$ cat config.mk
export PLATFORM = sky130hd
export DESIGN_NAME = security_id_check_and_pack_unit
export DESIGN_NICKNAME = d
export VERILOG_FILES = /design/src/hdl/sidcp_pkg.sv /design/src/hdl/sidcp_digit.sv /design/src/hdl/sidcp_pack.sv /design/src/hdl/security_id_check_and_pack_unit.sv
export SDC_FILE = /design/constraint.sdc
export NUM_CORES = 1
export LEC_CHECK = 0
export BUFFER_PORTS_ARGS = -buffer_cell sky130_fd_sc_hd__buf_2
export CAP_MARGIN = 20
export CELL_PAD_IN_SITES_DETAIL_PLACEMENT = 2
export CELL_PAD_IN_SITES_GLOBAL_PLACEMENT = 2
export CORE_ASPECT_RATIO = 1.1
export CORE_MARGIN = 2
export CORE_UTILIZATION = 36
export DETAILED_ROUTE_END_ITERATION = 16
export PLACE_DENSITY_LB_ADDON = 0.1
export SLEW_MARGIN = 40
export SYNTH_ARGS = -nofsm -noshare
export SYNTH_HDL_FRONTEND = slang
export SYNTH_SLANG_ARGS = --single-unit
export TNS_END_PERCENT = 20
$ cat constraint.sdc
create_clock -name clock -period 3.5 [get_ports clock]
set_clock_uncertainty 0.1 [all_clocks]
set_input_delay 1.05 -clock clock [delete_from_list [all_inputs] [get_ports clock]]
set_output_delay 1.05 -clock clock [all_outputs]
set_load 0.01 [all_outputs]
$ cat src/hdl/sidcp_pkg.sv
// Shared types and constants for the security identifier check and pack unit.
// Depends on nothing; every other file in hdl imports it.
`default_nettype none
package sidcp_pkg;

   localparam int TABLE_ROWS = 64;

   localparam int ID_WIDTH     = 64;
   localparam int PACKED_WIDTH = 30;
   localparam int ROW_WIDTH    = 6;
   localparam int DIGIT_WIDTH  = 6;
   localparam int NUM_DIGITS   = 5;

   // Row selection mask, cut to the width of the row index port.
   localparam logic [ROW_WIDTH-1:0] ROW_MASK = ROW_WIDTH'((TABLE_ROWS - 1) & 63);

   localparam logic [ID_WIDTH-1:0] NUM21_MASK  = 64'h0000_0000_001F_FFFF;
   localparam logic [ID_WIDTH-1:0] MASKED_MASK = 64'h0000_0000_3E00_FFFF;

   localparam logic [7:0] CHAR_ZERO  = 8'h30;
   localparam logic [7:0] CHAR_THREE = 8'h33;
   localparam logic [7:0] CHAR_NINE  = 8'h39;
   localparam logic [7:0] CHAR_UA    = 8'h41;
   localparam logic [7:0] CHAR_UZ    = 8'h5A;
   localparam logic [7:0] CHAR_LA    = 8'h61;
   localparam logic [7:0] CHAR_LZ    = 8'h7A;
   localparam logic [7:0] UPPER_BASE = 8'd10;
   localparam logic [7:0] LOWER_BASE = 8'd36;

   typedef enum logic [1:0] {
      FMT_NUM21  = 2'd0,
      FMT_MASKED = 2'd1,
      FMT_ALNUM  = 2'd2,
      FMT_NONE   = 2'd3
   } feed_format_type;

   typedef struct packed {
      logic                   ok;
      logic [DIGIT_WIDTH-1:0] digit;
   } digit_type;

   typedef struct packed {
      logic                    id_ok;
      logic [PACKED_WIDTH-1:0] packed_id;
      logic [ROW_WIDTH-1:0]    row_index;
   } result_type;

endpackage
`default_nettype wire

$ cat src/hdl/sidcp_digit.sv
// Maps one symbol byte to its base-62 digit and flags whether it is alphanumeric.
// Depends on sidcp_pkg.
`default_nettype none
module sidcp_digit (
   input  wire logic [7:0]           sym_byte,
   output sidcp_pkg::digit_type      digit_out
);
   import sidcp_pkg::*;

   logic is_num;
   logic is_upper;
   logic is_lower;
   logic [7:0] value;

   always_comb begin
      is_num   = (sym_byte >= CHAR_ZERO) && (sym_byte <= CHAR_NINE);
      is_upper = (sym_byte >= CHAR_UA) && (sym_byte <= CHAR_UZ);
      is_lower = (sym_byte >= CHAR_LA) && (sym_byte <= CHAR_LZ);
      if (is_num) begin
         value = sym_byte - CHAR_ZERO;
      end else if (is_upper) begin
         value = sym_byte - CHAR_UA + UPPER_BASE;
      end else if (is_lower) begin
         value = sym_byte - CHAR_LA + LOWER_BASE;
      end else begin
         value = 8'd0;
      end
      digit_out.ok    = is_num || is_upper || is_lower;
      digit_out.digit = value[DIGIT_WIDTH-1:0];
   end

endmodule
`default_nettype wire

$ cat src/hdl/sidcp_pack.sv
// Checks one identifier under the feed format and packs it into id and row index.
// Depends on sidcp_pkg and sidcp_digit.
`default_nettype none
module sidcp_pack (
   input  wire sidcp_pkg::feed_format_type     feed_format,
   input  wire logic [sidcp_pkg::ID_WIDTH-1:0] security_id,
   output sidcp_pkg::result_type                result
);
   import sidcp_pkg::*;

   digit_type               digits [NUM_DIGITS];
   logic [PACKED_WIDTH-1:0] alnum_packed;
   logic                    alnum_ok;
   logic                    ok;
   logic [PACKED_WIDTH-1:0] packed_val;

   for (genvar k = 0; k < NUM_DIGITS; k++) begin : g_digit
      sidcp_digit u_digit (
         .sym_byte  (security_id[8*k +: 8]),
         .digit_out (digits[k])
      );
      assign alnum_packed[DIGIT_WIDTH*k +: DIGIT_WIDTH] = digits[k].digit;
   end

   always_comb begin
      alnum_ok = (security_id[47:40] == CHAR_ZERO)
              && (security_id[39:32] >= CHAR_ZERO)
              && (security_id[39:32] <= CHAR_THREE)
              && digits[0].ok && digits[1].ok && digits[2].ok && digits[3].ok;

      unique case (feed_format)
         FMT_NUM21: begin
            ok         = (security_id & ~NUM21_MASK) == '0;
            packed_val = security_id[PACKED_WIDTH-1:0];
         end
         FMT_MASKED: begin
            ok         = (security_id & ~MASKED_MASK) == '0;
            packed_val = security_id[PACKED_WIDTH-1:0];
         end
         FMT_ALNUM: begin
            ok         = alnum_ok;
            packed_val = alnum_packed;
         end
         default: begin
            ok         = 1'b0;
            packed_val = '0;
         end
      endcase

      result.id_ok     = ok;
      result.packed_id = ok ? packed_val : '0;
      result.row_index = result.packed_id[ROW_WIDTH-1:0] & ROW_MASK;
   end

endmodule
`default_nettype wire

$ cat src/hdl/security_id_check_and_pack_unit.sv
// Top level of the security identifier check and pack unit: input register,
// check and pack logic, result register. Depends on sidcp_pkg and sidcp_pack.
// An accepted beat passes the input register and then the result register before it shows on rsp_valid.
// Throughput is one beat per cycle; busy is never raised, as the check is a single pass.
// The receiver cannot stall, so each result shows for exactly one cycle on rsp_valid.
// Synchronous reset clears the stage flags and sets the feed format to numeric 21-bit.
`default_nettype none
module security_id_check_and_pack_unit (
   input  wire logic                              clock,
   input  wire logic                              reset,
   input  wire logic                              start,
   output      logic                              busy,
   input  wire logic [sidcp_pkg::ID_WIDTH-1:0]    req_security_id,
   input  wire logic                              csr_wr_en,
   input  wire logic [1:0]                        csr_wr_data,
   output      logic                              rsp_valid,
   output      logic                              rsp_id_ok,
   output      logic [sidcp_pkg::PACKED_WIDTH-1:0] rsp_packed_id,
   output      logic [sidcp_pkg::ROW_WIDTH-1:0]   rsp_row_index
);
   import sidcp_pkg::*;

   // The feed format register. The user must write it only while the unit is idle; the block
   // does not enforce this. So the pack stage may read it directly for the beat it holds.
   feed_format_type format_ff;
   feed_format_type format_in;

   // Input register: holds the accepted beat for the check and pack logic.
   logic                 req_valid_ff;
   logic                 req_valid_in;
   logic [ID_WIDTH-1:0]  req_id_ff;
   logic [ID_WIDTH-1:0]  req_id_in;

   // Result register driving the response ports.
   logic       rsp_valid_ff;
   logic       rsp_valid_in;
   result_type rsp_ff;
   result_type rsp_in;
   result_type pack_result;

   logic accept;

   // Every cycle can take a beat, so busy stays low.
   assign busy   = 1'b0;
   assign accept = start && !busy;

   always_comb begin
      format_in    = csr_wr_en ? feed_format_type'(csr_wr_data) : format_ff;
      req_valid_in = accept;
      req_id_in    = accept ? req_security_id : req_id_ff;
      rsp_valid_in = req_valid_ff;
      rsp_in       = req_valid_ff ? pack_result : rsp_ff;
   end

   sidcp_pack u_pack (
      .feed_format (format_ff),
      .security_id (req_id_ff),
      .result      (pack_result)
   );

   always_ff @(posedge clock) begin
      if (reset) begin
         format_ff    <= FMT_NUM21;
         req_valid_ff <= 1'b0;
         rsp_valid_ff <= 1'b0;
      end else begin
         format_ff    <= format_in;
         req_valid_ff <= req_valid_in;
         rsp_valid_ff <= rsp_valid_in;
      end
   end

   // Payload registers need no reset; the valid flags qualify them.
   always_ff @(posedge clock) begin
      req_id_ff <= req_id_in;
      rsp_ff    <= rsp_in;
   end

   assign rsp_valid     = rsp_valid_ff;
   assign rsp_id_ok     = rsp_ff.id_ok;
   assign rsp_packed_id = rsp_ff.packed_id;
   assign rsp_row_index = rsp_ff.row_index;

   // Every accepted beat comes out on rsp_valid after the input and result registers.
   a_latency : assert property (@(posedge clock) disable iff (reset)
      accept |-> ##2 rsp_valid)
      else $error("accepted beat did not produce a result two cycles later");

   // A failed check must deliver zero id and row.
   a_fail_zero : assert property (@(posedge clock) disable iff (reset)
      (rsp_valid && !rsp_id_ok) |-> (rsp_packed_id == '0 && rsp_row_index == '0))
      else $error("failed check delivered a nonzero id or row");

   // The row index always follows the low bits of the packed id.
   a_row : assert property (@(posedge clock) disable iff (reset)
      rsp_valid |-> (rsp_row_index == (rsp_packed_id[ROW_WIDTH-1:0] & ROW_MASK)))
      else $error("row index does not match packed id");

   // Under the unsupported format nothing passes the check.
   a_unsupported : assert property (@(posedge clock) disable iff (reset)
      (rsp_valid && format_ff == FMT_NONE) |-> !rsp_id_ok)
      else $error("unsupported format passed an identifier");

endmodule
`default_nettype wire

==> flow_summary.ini <==
[finish]
antenna-diode-count = 0
num-fill-cells = 1770
area_growth_syn_to_layout_pct = 17.9
nets = 794
final_cells = 896
layout-drive-gt1-share = 0.262

[clock_network]
clkSlewWorstSetupHoldPaths_ns = 0.08
h-tree-depth = 3
cts-hold-fix-buffers = 0
cts-root-to-sink-buffers = 2
cts_inserted_buffers = 9
clock_tree_from_tritoncts = done
cts_root_buf = clkbuf_16
cts_repair_resize_count = 0
clkLatencyLatePin_ns = 0.36
postCtsSetupRepairBufs = 0
clock_sink_count = 99

[grt]
first_global_vias = 5568
track_usage = 0.213
gr_overflow_total = 0
initial_antenna_violation_count = 0
grt_max_degree = 45
grt_pass1_wl_um = 30100

[placement]
gp_routability_congestion = 0.853
hpwlAfterDp_um = 14000
place.port_buffers = 107
placed_instances = 880
pre_cts_ws_ns = 0.336

[die]
die_width_um = 128
fp.dieArea_mm2 = 0.0180
floorplan.io_pins = 109
core_area_mm2 = 0.0165
placementRows = 49
die_h_um = 141
initial_core_util = 0.370

[logic_synthesis]
netlist_instances = 580
netlist_area_mm2 = 0.00610
ys_top_cells_by_area = edfxtp_1 (47%), ha_1 (7.6%), o21ai_0 (3.4%)
number_of_enable_type_register_cells_in_the_synthesized_netlist = 95
syn_avg_cell_area_um2 = 10.5
synth.net_count = 687
yosysTopAreaCellShare = 0.468
post_synth_num_cell_types = 77
postSynth.asyncResetShare = 0
synth-seq-cells = 99
synth_warn = 0
post-synth-top-area-cell = edfxtp_1
postSynth.topFlopCell = edfxtp_1
yosysSeqAreaShare = 0.481

[power_and_ir_drop]
power_per_cell_area_mw_per_mm2 = 425
total_leakage_power_nw = 2.75
power.total_mw = 3.06
irDropWorstVdd_mv = 0.196

[sta]
max_clock_freq_mhz = 312
min_period_over_period = 0.915
worstMarginPinSlew_ns = 0.750
report.final.hold_viol_count = 0
final.min_clock_period_ns = 3.20
finalSetupViolations = 0
timing.setup.tns_ns = 0
holdWs_ns = 0.599
timing.max_slew.rel_slack = 0.499
fin_ws_ns = 0.298
rsz_0062_raised_after_global_routing = false
maxSlewViolCount = 0

[hold_path]
worst_hold_path.num_cells = 3
holdPathEnd = format_ff[0]
holdCritStartpoint = format_ff[0]
holdCritPathClass = reg -> reg

[worst_setup_path]
critPathArrivalTime_ns = 3.26
cp_max_fo = 12
path_delay_family = compound AO/OA/AOI/OAI gates
critical_path_buf_inv_count = 1
worst-endpoint-required_ns = 3.56
worstRegToRegCells = 9
path_cells = inv_1 -> ha_1 -> nor4b_2 -> a211oi_1 -> o21ai_1 -> and2b_1 -> a2bb2oi_2 -> a41oi_4 -> a2111oi_2
timing.critical_path.slowest_stage_cell = edfxtp_1
critical_path.max_stage_delay_ns = 0.50
launch_point_of_the_worst_reg_to_reg_path = req_id_ff[25]
critPathLaunchType = register
reg2reg_slack_ns = 0.30
capturing_point_of_the_worst_reg2reg_path = rsp_row_index[2]
crit_type = reg -> reg
endpoint_kind = register

[drt]
drcViolationCount = 0
drt-wirelength-per-cell_um = 20.7
detailedRoute.firstPassIterationCount = 4
num_vias = 5027
drtAntennaViolNets = 0
wl_um = 18500
drt-vias-per-instance = 5.61
initialDrtViolationCount = 271

[job]
drv.max_cap_violation_count = 0

[run_status]
run_status = finished, final reports clean
-- cell families after synthesis --
kind of cell / after synthesis / synth area share
fa+ha+maj: 37 / 0.0759
other cells: 1 / 0.000615
compound gates: 170 / 0.194
mux: 3 / 0.00492
xor+xnor: 11 / 0.0158
simple gates: 194 / 0.174
buf+inv: 65 / 0.0545
flops: 99 / 0.481
-- tightest hold or removal path, stage by stage (launching register included) --
cell and delay [ns]:
dfxtp_1 0.31, buf_4 0.17, mux2i_1 0.10, nor2_1 0.08
-- through the flow --
step	util	area [µm²]
2_1_floorplan	-	6100
3_3_place_gp	0.417	6880
3_5_place_dp	0.417	6880
4_1_cts	0.436	7200
5_1_grt	0.436	7200
6_report	0.436	7200
-- power breakdown --
group          switching [mW]  total, mW  internal (mW)  leakage (nW)
Clock                   0.507       1.09          0.579         0.158
Sequential             0.0966       1.48           1.38         0.934
Combinational           0.295      0.495          0.200          1.66
-- cell usage in the layout, fill, tap and decap left out, types with 5 or more instances in the layout --
master / netlist / final
a32oi_1: 5 / 5
o31ai_1: 5 / 5
nand2b_1: 9 / 9
nand3b_1: 5 / 5
nor2b_1: 5 / 5
xnor2_1: 11 / 11
nand3_1: 11 / 11
nand2_1: 52 / 52
inv_1: 30 / 30
o211ai_1: 7 / 7
o21ai_0: 41 / 41
buf_2: 5 / 107
nor2_1: 48 / 48
a22oi_1: 11 / 11
a211oi_1: 5 / 5
and2_1: 6 / 6
ha_1: 37 / 37
nor3_1: 8 / 8
o22ai_1: 6 / 6
edfxtp_1: 95 / 95
nor4_1: 10 / 10
clkbuf_16: 0 / 9
a21oi_2: 8 / 8
o221ai_1: 5 / 5
nand4_1: 6 / 6
a21oi_1: 39 / 39
buf_4: 10 / 22
-- sequential cells by signal, indices dropped and copies added, names as in the netlist --
signal,cells
rsp_packed_id,24
format_ff,2
rsp_valid,1
req_valid_ff,1
req_id_ff,64
rsp_row_index,6
rsp_id_ok,1
-- area by class of cell --
| type | instances | area [µm²] | area share |
|---|---|---|---|
| Clock buffer | 9 | 225 | 0.0313 |
| Clock inverter | 7 | 92.6 | 0.0129 |
| Inverter | 30 | 113 | 0.0156 |
| Multi-Input combinational cell | 416 | 2840 | 0.394 |
| Sequential cell | 99 | 2930 | 0.408 |
| Tap cell | 204 | 255 | 0.0355 |
| Timing Repair Buffer | 131 | 741 | 0.103 |
-- metal layers --
layer	global-route usage	part of all wire
met5	0	0
met4	0.0457	0.010
met3	0.0371	0.034
met2	0.362	0.49
met1	0.286	0.46
-- worst max path at each step --
| stage | slack, ns | cells after the start | endpoint | from |
|---|---|---|---|---|
| detailed placement | 0.34 | 9 | rsp_row_index[2] | req_id_ff[25] |
| global placement | 0.46 | 9 | rsp_row_index[2] | req_id_ff[25] |
| global route | 0.05 | 9 | rsp_row_index[2] | req_id_ff[25] |
| floorplan | 0.74 | 10 | rsp_packed_id[9] | req_id_ff[16] |
| finish | 0.30 | 9 | rsp_row_index[2] | req_id_ff[25] |
| CTS | 0.31 | 9 | rsp_row_index[2] | req_id_ff[25] |
-- cell usage after synthesis, drive strengths merged (5+ instances only) --
cell type and count:
edfxtp 95, nand2 52, nor2 50, a21oi 48, o21ai 43, ha 37, inv 30, buf 21
clkbuf 14, a22oi 11, nand3 11, xnor2 11, nand2b 10, nor4 10, nor3 9, a211oi 7
o211ai 7, and2 6, nand4 6, o22ai 6, a32oi 5, nand3b 5, nor2b 5, nor4b 5
o221ai 5, o31ai 5
Power figures use the tool's default switching activity.
